--- src/design/brsc_pkg.sv ---
// Shared constants, types and codes for the Banker's request safety checker.
package brsc_pkg;

  // Table geometry.
  localparam int PROCS     = 5;
  localparam int RESOURCES = 3;

  // Index and counter widths derived from the geometry.
  localparam int PIDX_W = (PROCS > 1) ? $clog2(PROCS) : 1;
  localparam int RIDX_W = (RESOURCES > 1) ? $clog2(RESOURCES) : 1;
  localparam int SLOT_W = $clog2(PROCS + 1);

  // Field widths of the channels.
  localparam int CNT_W       = 8;
  localparam int STATUS_W    = 3;
  localparam int ORDER_SLOTS = 5;
  localparam int ORDER_W     = 3 * ORDER_SLOTS;

  // Sized bounds for range checks on the item fields.
  localparam logic [3:0] PROC_CNT = 4'(PROCS);
  localparam logic [3:0] RES_CNT  = 4'(RESOURCES);

  typedef logic [CNT_W-1:0]  cnt_t;
  typedef logic [PIDX_W-1:0] pidx_t;

  // Item modes.
  typedef enum logic [1:0] {
    MODE_CLAIM,
    MODE_HELD,
    MODE_AVAIL,
    MODE_REQUEST
  } mode_t;

  // Result status codes.
  typedef enum logic [STATUS_W-1:0] {
    ST_LOAD_DONE,
    ST_GRANTED,
    ST_EXCEEDS,
    ST_NOT_AVAIL,
    ST_UNSAFE
  } status_t;

  // Datapath actions issued by the microcode.
  typedef enum logic [3:0] {
    A_TAKE,
    A_NOP,
    A_CHECK,
    A_GRANT,
    A_SCAN,
    A_ROLLBACK,
    A_SAFE,
    A_LOAD,
    A_EMIT
  } act_t;

  // Condition flags reported by the datapath to the sequencer.
  typedef struct packed {
    logic in_fire;
    logic is_load;
    logic refuse;
    logic scan_more;
    logic all_done;
    logic out_busy;
  } flags_t;

endpackage

--- src/design/brsc_in_if.sv ---
// Input channel interface: load and request items.
interface brsc_in_if;
  import brsc_pkg::*;

  logic             valid;
  logic             ready;
  logic [1:0]       mode;
  logic [2:0]       process;
  logic [1:0]       resource;
  logic [CNT_W-1:0] value;
  logic [CNT_W-1:0] req_first;
  logic [CNT_W-1:0] req_second;
  logic [CNT_W-1:0] req_third;

  modport source (
    output valid, mode, process, resource, value, req_first, req_second, req_third,
    input  ready
  );

  modport sink (
    input  valid, mode, process, resource, value, req_first, req_second, req_third,
    output ready
  );
endinterface

--- src/design/brsc_out_if.sv ---
// Result channel interface: status and safe order.
interface brsc_out_if;
  import brsc_pkg::*;

  logic                valid;
  logic                ready;
  logic [STATUS_W-1:0] status;
  logic [ORDER_W-1:0]  safe_order;

  modport source (
    output valid, status, safe_order,
    input  ready
  );

  modport sink (
    input  valid, status, safe_order,
    output ready
  );
endinterface

--- src/design/brsc_useq.sv ---
// Microcode sequencer: step counter, control store and conditional jumps.
module brsc_useq (
  input  logic            clk,
  input  logic            rst_n,
  input  brsc_pkg::flags_t flags,
  output brsc_pkg::act_t   act
);
  import brsc_pkg::*;

  localparam int UPC_W = 4;
  typedef logic [UPC_W-1:0] upc_t;

  // Jump conditions.
  typedef enum logic [2:0] {
    C_NEVER,
    C_ALWAYS,
    C_NO_ACCEPT,
    C_IS_LOAD,
    C_REFUSE,
    C_SCAN_MORE,
    C_ALL_DONE,
    C_OUT_BUSY
  } cond_t;

  // One control word.
  typedef struct packed {
    act_t  act;
    cond_t cond;
    upc_t  target;
    logic  last;
  } uword_t;

  // Step addresses.
  localparam upc_t U_IDLE   = 4'd0;
  localparam upc_t U_DISP   = 4'd1;
  localparam upc_t U_CHECK  = 4'd2;
  localparam upc_t U_GRANT  = 4'd3;
  localparam upc_t U_SCAN   = 4'd4;
  localparam upc_t U_DECIDE = 4'd5;
  localparam upc_t U_ROLL   = 4'd6;
  localparam upc_t U_SAFE   = 4'd7;
  localparam upc_t U_LOAD   = 4'd8;
  localparam upc_t U_EMIT   = 4'd9;

  // Control store.
  function automatic uword_t urom(upc_t addr);
    uword_t w;
    unique case (addr)
      U_IDLE:   w = '{A_TAKE,     C_NO_ACCEPT, U_IDLE,  1'b0};
      U_DISP:   w = '{A_NOP,      C_IS_LOAD,   U_LOAD,  1'b0};
      U_CHECK:  w = '{A_CHECK,    C_REFUSE,    U_EMIT,  1'b0};
      U_GRANT:  w = '{A_GRANT,    C_NEVER,     U_IDLE,  1'b0};
      U_SCAN:   w = '{A_SCAN,     C_SCAN_MORE, U_SCAN,  1'b0};
      U_DECIDE: w = '{A_NOP,      C_ALL_DONE,  U_SAFE,  1'b0};
      U_ROLL:   w = '{A_ROLLBACK, C_ALWAYS,    U_EMIT,  1'b0};
      U_SAFE:   w = '{A_SAFE,     C_ALWAYS,    U_EMIT,  1'b0};
      U_LOAD:   w = '{A_LOAD,     C_NEVER,     U_IDLE,  1'b0};
      U_EMIT:   w = '{A_EMIT,     C_OUT_BUSY,  U_EMIT,  1'b1};
      default:  w = '{A_NOP,      C_ALWAYS,    U_IDLE,  1'b0};
    endcase
    return w;
  endfunction

  upc_t   upc_r;
  upc_t   upc_nxt;
  uword_t uw;
  logic   hit;

  // Decode the current word and evaluate its jump condition.
  always_comb begin
    uw = urom(upc_r);
    unique case (uw.cond)
      C_NEVER:     hit = 1'b0;
      C_ALWAYS:    hit = 1'b1;
      C_NO_ACCEPT: hit = !flags.in_fire;
      C_IS_LOAD:   hit = flags.is_load;
      C_REFUSE:    hit = flags.refuse;
      C_SCAN_MORE: hit = flags.scan_more;
      C_ALL_DONE:  hit = flags.all_done;
      C_OUT_BUSY:  hit = flags.out_busy;
      default:     hit = 1'b0;
    endcase
  end

  // Next step: jump target, return to idle after the last step, else the next word.
  always_comb begin
    if (hit) begin
      upc_nxt = uw.target;
    end else if (uw.last) begin
      upc_nxt = U_IDLE;
    end else begin
      upc_nxt = upc_r + 1'b1;
    end
  end

  always_ff @(posedge clk) begin
    if (!rst_n) begin
      upc_r <= U_IDLE;
    end else begin
      upc_r <= upc_nxt;
    end
  end

  assign act = uw.act;

endmodule

--- src/design/bankers_request_safety_check.sv ---
// Banker's algorithm request checker: top level with the datapath.
//
// Usage: every transaction on in_ch is one item. Modes claim, held and available
// write one entry of the claim table, the held table or the available vector and
// return status "load done". A request item asks for req_first, req_second and
// req_third units for one process. It is refused (exceeds claim or not available)
// if any amount tops the remaining need or the available units, checked from
// resource 0 up. Otherwise it is granted tentatively and the safety scan runs;
// a safe grant returns the safe order, an unsafe one is rolled back.
// Each item gives exactly one transaction on out_ch.
// Timing: the block takes one item at a time. A load passes the dispatch, load and
// emit steps after acceptance, a refused request dispatch, check and emit, and a
// checked request dispatch, check, grant, the safety scan, decide, safe or
// rollback and emit. The safety scan visits one process per cycle for PROCS
// passes, PROCS * PROCS visits in all. After the result is registered the block
// returns to idle and takes the next item.
// Reset clears all tables to zero and leaves the block idle with no result.
// A stalled receiver holds the result in the output register; the block still
// takes and works the next item, and waits only to hand over its result.
module bankers_request_safety_check (
  input logic clk,
  input logic rst_n,
  brsc_in_if.sink    in_ch,
  brsc_out_if.source out_ch
);
  import brsc_pkg::*;

  // Sequencer interface.
  act_t   act;
  flags_t flags;

  // Latched item.
  mode_t item_mode_r;
  logic [2:0] item_proc_r;
  logic [1:0] item_res_r;
  cnt_t       item_val_r;
  logic [RESOURCES-1:0][CNT_W-1:0] req_r;

  // Architectural tables.
  logic [RESOURCES-1:0][CNT_W-1:0]             avail_r;
  logic [PROCS-1:0][RESOURCES-1:0][CNT_W-1:0]  claim_r;
  logic [PROCS-1:0][RESOURCES-1:0][CNT_W-1:0]  held_r;

  // Safety scan state.
  logic [RESOURCES-1:0][CNT_W-1:0] work_r;
  logic [PROCS-1:0]                done_r;
  pidx_t                           p_r;
  pidx_t                           pass_r;
  logic [SLOT_W-1:0]               slot_r;
  logic [ORDER_W-1:0]              order_r;
  status_t                         status_r;

  // Output register.
  logic               out_valid_r;
  status_t            out_status_r;
  logic [ORDER_W-1:0] out_order_r;

  // Combinational datapath signals.
  logic                            in_fire;
  logic                            out_busy;
  pidx_t                           item_pidx;
  pidx_t                           row_idx;
  logic [RESOURCES-1:0][CNT_W-1:0] row_claim;
  logic [RESOURCES-1:0][CNT_W-1:0] row_held;
  logic [RESOURCES-1:0][CNT_W-1:0] need;
  logic [RESOURCES-1:0][CNT_W-1:0] work_add;
  logic                            proc_ok;
  logic                            refuse;
  status_t                         refuse_code;
  logic                            fits;
  logic                            scan_last;
  logic [RIDX_W-1:0]               res_idx;
  logic [CNT_W:0]                  sum;

  brsc_useq u_useq (
    .clk   (clk),
    .rst_n (rst_n),
    .flags (flags),
    .act   (act)
  );

  // Handshake: no item is taken while reset is held.
  assign in_ch.ready = rst_n && (act == A_TAKE);
  assign in_fire     = in_ch.valid && in_ch.ready;
  assign out_busy    = out_valid_r && !out_ch.ready;

  // One row of the tables is read per cycle: the scanned process or the requester.
  assign item_pidx = item_proc_r[PIDX_W-1:0];
  assign row_idx   = (act == A_SCAN) ? p_r : item_pidx;
  assign row_claim = claim_r[row_idx];
  assign row_held  = held_r[row_idx];
  assign res_idx   = RIDX_W'(item_res_r);
  assign proc_ok   = (4'(item_proc_r) < PROC_CNT);

  // Remaining need per resource, and saturating add-back of held units.
  always_comb begin
    sum = '0;
    for (int r = 0; r < RESOURCES; r++) begin
      need[r]     = (row_held[r] > row_claim[r]) ? '0 : row_claim[r] - row_held[r];
      sum         = {1'b0, work_r[r]} + {1'b0, row_held[r]};
      work_add[r] = sum[CNT_W] ? {CNT_W{1'b1}} : sum[CNT_W-1:0];
    end
  end

  // Request screening: the lowest failing resource decides, claim test first.
  always_comb begin
    refuse      = 1'b0;
    refuse_code = ST_EXCEEDS;
    for (int r = RESOURCES - 1; r >= 0; r--) begin
      if (req_r[r] > need[r]) begin
        refuse      = 1'b1;
        refuse_code = ST_EXCEEDS;
      end else if (req_r[r] > avail_r[r]) begin
        refuse      = 1'b1;
        refuse_code = ST_NOT_AVAIL;
      end
    end
    if (!proc_ok) begin
      refuse      = 1'b1;
      refuse_code = ST_EXCEEDS;
    end
  end

  // A process fits when it is unfinished and its whole need is covered.
  always_comb begin
    fits = !done_r[p_r];
    for (int r = 0; r < RESOURCES; r++) begin
      if (need[r] > work_r[r]) begin
        fits = 1'b0;
      end
    end
  end

  assign scan_last = (p_r == pidx_t'(PROCS - 1)) && (pass_r == pidx_t'(PROCS - 1));

  // Flags to the sequencer.
  always_comb begin
    flags.in_fire   = in_fire;
    flags.is_load   = (item_mode_r != MODE_REQUEST);
    flags.refuse    = refuse;
    flags.scan_more = !scan_last;
    flags.all_done  = &done_r;
    flags.out_busy  = out_busy;
  end

  // Tables and scan control.
  always_ff @(posedge clk) begin
    if (!rst_n) begin
      avail_r <= '0;
      claim_r <= '0;
      held_r  <= '0;
      done_r  <= '0;
      p_r     <= '0;
      pass_r  <= '0;
      slot_r  <= '0;
    end else begin
      case (act)
        A_LOAD: begin
          if (item_mode_r == MODE_AVAIL) begin
            if (4'(item_res_r) < RES_CNT) begin
              avail_r[res_idx] <= item_val_r;
            end
          end else if (proc_ok && (4'(item_res_r) < RES_CNT)) begin
            if (item_mode_r == MODE_CLAIM) begin
              claim_r[item_pidx][res_idx] <= item_val_r;
            end else begin
              held_r[item_pidx][res_idx] <= item_val_r;
            end
          end
        end
        A_GRANT: begin
          for (int r = 0; r < RESOURCES; r++) begin
            avail_r[r]            <= avail_r[r] - req_r[r];
            held_r[item_pidx][r]  <= held_r[item_pidx][r] + req_r[r];
          end
          done_r <= '0;
          p_r    <= '0;
          pass_r <= '0;
          slot_r <= '0;
        end
        A_SCAN: begin
          if (fits) begin
            done_r[p_r] <= 1'b1;
            slot_r      <= slot_r + 1'b1;
          end
          if (p_r == pidx_t'(PROCS - 1)) begin
            p_r    <= '0;
            pass_r <= pass_r + 1'b1;
          end else begin
            p_r <= p_r + 1'b1;
          end
        end
        A_ROLLBACK: begin
          for (int r = 0; r < RESOURCES; r++) begin
            avail_r[r]           <= avail_r[r] + req_r[r];
            held_r[item_pidx][r] <= held_r[item_pidx][r] - req_r[r];
          end
        end
        default: begin
        end
      endcase
    end
  end

  // Item capture, working units, order and status.
  always_ff @(posedge clk) begin
    case (act)
      A_TAKE: begin
        if (in_fire) begin
          item_mode_r <= mode_t'(in_ch.mode);
          item_proc_r <= in_ch.process;
          item_res_r  <= in_ch.resource;
          item_val_r  <= in_ch.value;
          for (int r = 0; r < RESOURCES; r++) begin
            if (r == 0) begin
              req_r[r] <= in_ch.req_first;
            end else if (r == 1) begin
              req_r[r] <= in_ch.req_second;
            end else if (r == 2) begin
              req_r[r] <= in_ch.req_third;
            end else begin
              req_r[r] <= '0;
            end
          end
        end
      end
      A_CHECK: begin
        status_r <= refuse_code;
      end
      A_GRANT: begin
        for (int r = 0; r < RESOURCES; r++) begin
          work_r[r] <= avail_r[r] - req_r[r];
        end
        order_r <= '0;
      end
      A_SCAN: begin
        if (fits) begin
          work_r <= work_add;
          for (int s = 0; s < ORDER_SLOTS; s++) begin
            if (int'(slot_r) == s) begin
              order_r[3*s +: 3] <= 3'(p_r);
            end
          end
        end
      end
      A_ROLLBACK: status_r <= ST_UNSAFE;
      A_SAFE:     status_r <= ST_GRANTED;
      A_LOAD:     status_r <= ST_LOAD_DONE;
      default: begin
      end
    endcase
  end

  // Output register: loaded when the previous result has left.
  always_ff @(posedge clk) begin
    if (!rst_n) begin
      out_valid_r <= 1'b0;
    end else if ((act == A_EMIT) && !out_busy) begin
      out_valid_r <= 1'b1;
    end else if (out_ch.ready) begin
      out_valid_r <= 1'b0;
    end
  end

  always_ff @(posedge clk) begin
    if ((act == A_EMIT) && !out_busy) begin
      out_status_r <= status_r;
      out_order_r  <= (status_r == ST_GRANTED) ? order_r : '0;
    end
  end

  assign out_ch.valid      = out_valid_r;
  assign out_ch.status     = out_status_r;
  assign out_ch.safe_order = out_order_r;

`ifndef NO_ASSERTIONS
  // A refused request leaves the tables untouched.
  a_refuse_stable: assert property (@(posedge clk) disable iff (!rst_n)
    (act == A_CHECK && refuse) |=> ($stable(avail_r) && $stable(held_r)))
    else $error("refused request changed the tables");

  // A safe grant is declared only when every process finished.
  a_safe_all_done: assert property (@(posedge clk) disable iff (!rst_n)
    (act == A_SAFE) |-> (&done_r))
    else $error("safe grant with unfinished processes");

  // Every finished process took exactly one order slot.
  a_safe_slots: assert property (@(posedge clk) disable iff (!rst_n)
    (act == A_SAFE) |-> (int'(slot_r) == PROCS))
    else $error("slot count does not match process count");

  // Only a granted result carries an order.
  a_order_zero: assert property (@(posedge clk) disable iff (!rst_n)
    (out_valid_r && out_status_r != ST_GRANTED) |-> (out_order_r == '0))
    else $error("order shown on a result that was not granted");
`endif

endmodule

--- src/flat_wrapper.sv ---
// flat-port wrapper written by rule: the top's interface ports become plain ports
module bankers_request_safety_check_flat import brsc_pkg::*;
  (clk, rst_n, in_ch_valid, in_ch_mode, in_ch_process, in_ch_resource, in_ch_value, in_ch_req_first, in_ch_req_second, in_ch_req_third, in_ch_ready, out_ch_valid, out_ch_status, out_ch_safe_order, out_ch_ready);
  brsc_in_if in_ch_i ();
  brsc_out_if out_ch_i ();
  input logic clk;
  input logic rst_n;
  input wire logic [$bits(in_ch_i.valid)-1:0] in_ch_valid;
  input wire logic [$bits(in_ch_i.mode)-1:0] in_ch_mode;
  input wire logic [$bits(in_ch_i.process)-1:0] in_ch_process;
  input wire logic [$bits(in_ch_i.resource)-1:0] in_ch_resource;
  input wire logic [$bits(in_ch_i.value)-1:0] in_ch_value;
  input wire logic [$bits(in_ch_i.req_first)-1:0] in_ch_req_first;
  input wire logic [$bits(in_ch_i.req_second)-1:0] in_ch_req_second;
  input wire logic [$bits(in_ch_i.req_third)-1:0] in_ch_req_third;
  output wire logic [$bits(in_ch_i.ready)-1:0] in_ch_ready;
  output wire logic [$bits(out_ch_i.valid)-1:0] out_ch_valid;
  output wire logic [$bits(out_ch_i.status)-1:0] out_ch_status;
  output wire logic [$bits(out_ch_i.safe_order)-1:0] out_ch_safe_order;
  input wire logic [$bits(out_ch_i.ready)-1:0] out_ch_ready;
  assign in_ch_i.valid = in_ch_valid;
  assign in_ch_i.mode = in_ch_mode;
  assign in_ch_i.process = in_ch_process;
  assign in_ch_i.resource = in_ch_resource;
  assign in_ch_i.value = in_ch_value;
  assign in_ch_i.req_first = in_ch_req_first;
  assign in_ch_i.req_second = in_ch_req_second;
  assign in_ch_i.req_third = in_ch_req_third;
  assign in_ch_ready = in_ch_i.ready;
  assign out_ch_valid = out_ch_i.valid;
  assign out_ch_status = out_ch_i.status;
  assign out_ch_safe_order = out_ch_i.safe_order;
  assign out_ch_i.ready = out_ch_ready;
  bankers_request_safety_check u_core (.clk(clk), .rst_n(rst_n), .in_ch(in_ch_i), .out_ch(out_ch_i));
endmodule
--- config.mk ---
export PLATFORM = sky130hd
export DESIGN_NAME = bankers_request_safety_check_flat
export DESIGN_NICKNAME = d
export VERILOG_FILES = /design/src/design/brsc_pkg.sv /design/src/design/brsc_in_if.sv /design/src/design/brsc_out_if.sv /design/src/design/brsc_useq.sv /design/src/design/bankers_request_safety_check.sv /design/src/flat_wrapper.sv
export SDC_FILE = /design/constraint.sdc
export NUM_CORES = 1
export LEC_CHECK = 0
export BUFFER_PORTS_ARGS = -buffer_cell sky130_fd_sc_hd__buf_2
export CELL_PAD_IN_SITES_DETAIL_PLACEMENT = 1
export CELL_PAD_IN_SITES_GLOBAL_PLACEMENT = 1
export CORE_ASPECT_RATIO = 1.4
export CORE_MARGIN = 2
export CORE_UTILIZATION = 30
export DETAILED_ROUTE_END_ITERATION = 12
export GPL_ROUTABILITY_DRIVEN = 0
export GPL_TIMING_DRIVEN = 0
export PLACE_DENSITY_LB_ADDON = 0.1
export SKIP_CTS_REPAIR_TIMING = 1
export SYNTH_ARGS = -nofsm -noshare
export SYNTH_HDL_FRONTEND = slang
export SYNTH_SLANG_ARGS = --single-unit
--- constraint.sdc ---
create_clock -name clk -period 6.1 [get_ports clk]
set_input_delay 0.61 -clock clk [delete_from_list [all_inputs] [get_ports clk]]
set_output_delay 0.61 -clock clk [all_outputs]
set_load 0.05 [all_outputs]
Yosys cells after proc, flatten, opt, wreduce, memory -nomap -nowiden
Memory sizes are Yosys's and may differ from the RTL's. A register that Yosys moved wholly into a read port is not among the register bits.
Cells that the tools add are included.
Cells by class
  $add $sub $neg: 22
  $mul: 0
  divide/modulo/power cells: 0
  magnitude comparators: 21
  eq/ne operators: 35
  shifts and indexed selects: 0
  mux-type cells: 84
  bitwise gates (word level): 2
  reductions and logical operators: 34
Operators by type and width (count)
  $bwmux 120: 8
  $mux 120: 3
  $pmux 120 s3: 1
  $demux 24 s3: 4
  $bmux 24 s3: 3
  $mux 24: 8
  $gt 8x8->1: 12
  $pmux 24 s3: 1
  $sub 8x8->8: 9
  $mux 8: 8
  $add 8x8->8: 6
  $pmux 24 s2: 1
  $mux 3: 15
  $pmux 15 s2: 1
  $add 8x8->9: 3
  $eq 3x3->1 const B: 9
  $bwmux 24: 1
  $ne 2x2->1 const B: 9
  $pmux 3 s2: 3
  $reduce_and 3->1: 6
  $demux 8 s2: 1
  $eq 4x3->1 const B: 4
  $mux 16: 1
  $mux 1: 15
  35 further kinds: 66
Storage, ports and cells
  bits in registers: 382
  latch bits: 0
  RAM bits: 0
  bits in read-only memories: 192
  bits of input ports: 43
  output and inout port bits: 20
  logic and storage cells: 256
  memories kept: 1
Memory list
  (no name shown): depth 16, bits a word 12, rd ports 1, clocked after memory_dff 1, write ports 0, RTL line brsc_useq.sv:48  | unique case (addr)

Logic depth before layout (Yosys ltp)
  depth after elaboration: 16
  depth in mapped cells: 40
  depth with buffers taken out: 33

Modules after synthesis
Synthesis repeated with hierarchy kept, for this count alone.
Unflattened totals
  cells, all modules: 2776
  area total of the unflattened synthesis: 25353.1 µm²
Modules (own cells, without submodules)
  bankers_request_safety_check: times used 1, cells each 2655, area an instance 24305.8 µm², sequential area each 8558.2 µm²
  brsc_useq: times used 1, cells each 121, area an instance 1047.3 µm², sequential area each 300.3 µm²

Worst setup path before layout
OpenSTA, ideal clock, no wires.
  kind: register to register
  start: register u_core.u_useq.uw[8] (netlist name)
  end: register u_core.u_useq.uw[8] (netlist name)
  library setup time: 0.125 ns
  arrival: 6.565 ns
  required time: 5.975 ns
  setup slack: -0.591 ns
  cell stages (with the launch flop): 36
  path buffers: 6
  period minus slack after synthesis: 6.691 ns
  cells stage by stage: dfxtp_1 buf_2 nor2_1 nand2_2 a21oi_1 clkbuf_1 buf_2 mux4_2 a22oi_1 ha_1 inv_1 fa_1 a21o_1 a21o_1 a21oi_1 nor2_1 nor2_1 nor2b_1 o21ai_0 nand2b_1 clkbuf_1 nand2_1 ha_1 nor2b_1 o211ai_1 a211o_1 nand3_1 nor4b_4 or2_1 buf_6 buf_2 mux2i_1 nor2_1 ha_1 nor2_1 o41a_1
Between the ends
  word-level cells in the longest chain between the ends: 16
  elaborated cells on any way between the ends: 31
  classes of those cells: 3 x add/sub; 6 x order compare; 1 x eq/ne; 17 x mux; 4 x reduce/logical
RTL lines
  $eq 4x3->1: RTL line bankers_request_safety_check.sv:89  | assign row_idx = (act == A_SCAN) ? p_r : item_pidx;
  $mux 3: RTL line bankers_request_safety_check.sv:89
  $bmux 24 s3 (on tied branches): RTL line bankers_request_safety_check.sv:90, bankers_request_safety_check.sv:91
  $mux 24 (on tied branches): RTL line bankers_request_safety_check.sv:90, bankers_request_safety_check.sv:91
  $sub 8x8->8 or $gt 8x8->1 (tied branches): RTL line bankers_request_safety_check.sv:99  | need[r] = (row_held[r] > row_claim[r]) ? '0 : row_claim[r] - row_held[r];
  $mux 8: RTL line bankers_request_safety_check.sv:99
  $gt 8x8->1: RTL line bankers_request_safety_check.sv:110  | if (req_r[r] > need[r]) begin
  $mux 1: RTL line bankers_request_safety_check.sv:110
  $mux 1: RTL line bankers_request_safety_check.sv:113  | end else if (req_r[r] > avail_r[r]) begin
  $mux 1: RTL line bankers_request_safety_check.sv:110
  $mux 1: RTL line bankers_request_safety_check.sv:113
  $mux 1: RTL line bankers_request_safety_check.sv:110
  $mux 1: RTL line bankers_request_safety_check.sv:118  | if (!proc_ok) begin
  $pmux 1 s8 (*): RTL line brsc_useq.sv:72  | unique case (uw.cond)
  $mux 4 (*): RTL line brsc_useq.sv:87  | if (hit) begin
  $mux 4 (no source line) (*)
Mark *: on every way between the ends. The rest lies on a longest branch, timed or not. The select of a mux whose other input is x is not followed.
A chain may end at the register's enable or synchronous reset.

Worst setup path after layout
  start: register u_core.u_useq.uw[10] (netlist name)
  end: register u_core.u_useq.uw[8] (netlist name)
Between the ends
  word-level cells in the longest chain between the ends: 16
  elaborated cells on any way between the ends: 31
  classes of those cells: 3 x add/sub; 6 x order compare; 1 x eq/ne; 17 x mux; 4 x reduce/logical
RTL lines (RTL line)
  $eq 4x3->1: bankers_request_safety_check.sv:89
  $mux 3: bankers_request_safety_check.sv:89
  $bmux 24 s3 (on tied branches): bankers_request_safety_check.sv:90, bankers_request_safety_check.sv:91
  $mux 24 (on tied branches): bankers_request_safety_check.sv:90, bankers_request_safety_check.sv:91
  $sub 8x8->8 or $gt 8x8->1 (tied branches): bankers_request_safety_check.sv:99
  $mux 8: bankers_request_safety_check.sv:99
  $gt 8x8->1: bankers_request_safety_check.sv:110
  $mux 1: bankers_request_safety_check.sv:110
  $mux 1: bankers_request_safety_check.sv:113
  $mux 1: bankers_request_safety_check.sv:110
  $mux 1: bankers_request_safety_check.sv:113
  $mux 1: bankers_request_safety_check.sv:110
  $mux 1: bankers_request_safety_check.sv:118
  $pmux 1 s8 (*): brsc_useq.sv:72
  $mux 4 (*): brsc_useq.sv:87
  $mux 4 (no source line) (*)
Marked as above.

==> metrics <==
setup TNS=-40670 ps; Worst Slack Setup Final=-828.7 ps; drt total wl=113.1 mm; vias per inst=5.500; Post-DP HPWL=84.79 mm; H-tree depth=2; Initial DRC Count=1222; via count=21940; yosys warns=0; unique cell type count in the Yosys netlist=83; port bufs=62; Post-Layout Cell Count=3989; total track usage=0.2629; hold crit path type=primary input to register; Max-slew headroom=-0.2055; MaxCap Viol Count=1; initial antenna violation count=2; Buf/Inv on CP=8; setup slack, reg-to-reg=-830 ps; Tcrit/Tclk final=1.136; status=finished, violations left; CTS Buffer Depth=3; fin crit period=6929 ps; CORE AREA=81450 µm²; fraction of registers with async set/reset=0; ANT cells=0; clk sink count=393; Final Hold Vio Count=0; Seq/Total Area, Yosys=0.3606; Synth Flop Type=dfxtp_1; syn nets=2960; root buffer selected by CTS=clkbuf_16; crit path DAT=7430 ps; Antenna Violating Nets Remaining=0; Routed WL per cell=28.36 µm; CP required=6600 ps; layout cell share with drive strength beyond 1=0.1559; synthesized area=24570 µm²; nets=3142; pre-CTS setup slack=-3754 ps; most frequent CP cell=buf_12; #FFs+latches synth=393; die area=84230 µm²; largest net degree at the start of global routing=25; First-pass DRT Iterations=7; die width=245.9 µm; CP delay by family, top=compound AO/OA/AOI/OAI gates; slowest CP cell=mux4_2; TritonCTS clock tree=built; starting density of the core=0.3016; clock network latency to the later pin of the worst-skew pair=620 ps; Worst Skew=29.83 ps; number of global-route vias before repair=22800; setup violators final=61; P&R area growth vs syn=19.12%; CTS buffer count=47; Post-synth EDFFs=99; RSZ-0062 raised after global routing=true; CP Capture Type=register; Max Fanout on Critical Path=8; global route total overflow=0; Highest Clock Rate=0.1443 GHz; Worst Tran Pin Value=1808 ps; leakage=11.62 nW; Final Slew Violations=14; Rows=124; Placed Cells=3836; Vert. Die Dim=342.6 µm; pwr dens=338.2 nW/µm²; CP max stage delay=550 ps; Worst-path clk slew=60 ps; synthesized area per cell=9.096 µm²; first-pass GRT wire length=160.3 mm; # DRC=0; CP startpoint kind=register; failing checks=max-capacitance violations, max-slew violations, negative setup slack; VDD IR-drop max=221.6 µV; CP Class=register to register; final core utilization=0.3593; Ports=63; Syn Inst Count=2701
[registers in the layout, summed over array words and instances (netlist names), 4 cells and up]
signal	flops
u_core.done_r	5
u_core.u_useq.upc_r	4
u_core.avail_r	24
u_core.claim_r	120
u_core.item_val_r	8
u_core.out_ch.safe_order	15
u_core.u_useq.uw	11
u_core.order_r	15
u_core.req_r	24
u_core.held_r	120
u_core.work_r	24
[per-layer routing]
metal | vias up | global-route usage | share of wire
met5 | - | 0 | 0.00011
met4 | 2 | 0.1428 | 0.069
met3 | 227 | 0.03027 | 0.039
met2 | 531 | 0.4654 | 0.49
met1 | 11130 | 0.3087 | 0.40
li1 | 10050 | - | -
[path summary, 6_finish.rpt]
| path | start | endpoint | cells past startpoint |
|---|---|---|---|
| min reg2reg | u_core.status_r[0] | u_core.out_ch.status[0] | 0 |
| max | u_core.u_useq.uw[10] | u_core.u_useq.uw[8] | 37 |
| max reg2reg | u_core.u_useq.uw[10] | u_core.u_useq.uw[8] | 37 |
| min | in_ch_req_first[3] | u_core.req_r[3] | 1 |
[cell families (layout without fill, tap and decap cells)]
logic type | count (synthesis) | after routing | synth area share
compound gates | 710 | 711 | 0.1889
xor+xnor | 72 | 72 | 0.02567
fa+ha+maj | 216 | 216 | 0.1155
buf+inv | 324 | 537 | 0.05307
flops | 393 | 393 | 0.3606
mux | 228 | 228 | 0.1175
simple gates | 758 | 761 | 0.1387
[per-stage QoR]
stage	instance area [µm²]	power (W)	hold slack, ps
2_1_floorplan	24700	0.005062	417.6
3_3_place_gp	26350	0.006301	436.9
3_5_place_dp	26400	0.006379	436.0
4_1_cts	27960	0.009354	132.8
5_1_grt	29270	0.01036	148.9
6_report	29270	0.009898	166.9
[final cells by class]
cell class	instances	area, µm²
plain buffers	157	880.8
flip-flops and latches	393	8862
inverters	165	621.8
multi-input cells	1988	15070
fillers	9347	52190
well taps	1071	1340
clock buffers	61	1331
clock inverters	23	225.2
repair buffers	131	934.6
[power breakdown]
part / internal, W / total (W) / switching [W]
clock network: 0.00170 / 0.00295 / 0.00124
registers: 0.00286 / 0.00302 / 0.000157
logic: 0.00145 / 0.00393 / 0.00248
[worst reg2reg max path: cells and delay by family (launching register included)]
kind            cells  cell delay [ps]
mux                 2              810
fa+ha+maj           4             1130
buf+inv             8             1030
simple gates       14             1620
compound gates      9             1920
flops               1              320
[cells in the mapped netlist, types with 6 or more instances]
cell,instances,share of area
nor2_1,330,0.050
dfxtp_1,294,0.24
a21oi_1,202,0.041
nand2_1,200,0.031
ha_1,198,0.10
mux2i_1,176,0.072
inv_1,163,0.025
o21ai_0,136,0.028
edfxtp_1,99,0.12
clkbuf_1,92,0.014
a211oi_1,71,0.022
a21o_1,50,0.015
and2_1,49,0.012
xnor2_1,49,0.017
mux4_2,47,0.043
buf_2,40,0.0081
nor2b_1,36,0.0092
nand3_1,35,0.0071
a31oi_1,30,0.0076
o21bai_1,27,0.0083
a22o_1,23,0.0082
nand2b_1,23,0.0059
xor2_1,23,0.0082
o22ai_1,22,0.0056
a32o_1,20,0.0081
buf_1,18,0.0027
fa_1,18,0.015
o21a_1,18,0.0055
nor3_1,16,0.0033
nand4_1,14,0.0036
a221o_1,12,0.0049
nor2_2,12,0.0031
a311oi_1,11,0.0039
o211ai_1,11,0.0034
o221ai_1,9,0.0032
buf_4,8,0.0024
a22oi_1,7,0.0021
o22a_1,7,0.0025
o31ai_1,7,0.0021
nand3b_1,6,0.0018
[cells in the final DEF, fill, tap and decap left out, types with 14 or more instances in the layout]
master | netlist | final
nand2b_1 | 23 | 21
xnor2_1 | 49 | 49
o22ai_1 | 22 | 20
nand3_1 | 35 | 32
a31oi_1 | 30 | 29
clkbuf_16 | 0 | 50
a21o_1 | 50 | 48
o21a_1 | 18 | 18
nor3_1 | 16 | 16
nor2b_1 | 36 | 32
and2_1 | 49 | 48
a21oi_1 | 202 | 191
nand4_1 | 14 | 14
nor2_1 | 330 | 321
o21ai_0 | 136 | 125
a22o_1 | 23 | 20
nand2_1 | 200 | 193
fa_1 | 18 | 16
clkbuf_1 | 92 | 78
buf_1 | 18 | 16
dfxtp_1 | 294 | 291
buf_4 | 8 | 65
mux2i_1 | 176 | 173
inv_1 | 163 | 159
xor2_1 | 23 | 23
buf_2 | 40 | 95
ha_1 | 198 | 182
a32o_1 | 20 | 19
o21bai_1 | 27 | 26
edfxtp_1 | 99 | 99
a211oi_1 | 71 | 70
mux4_2 | 47 | 47
No activity file was read; power rests on OpenSTA's default activity.
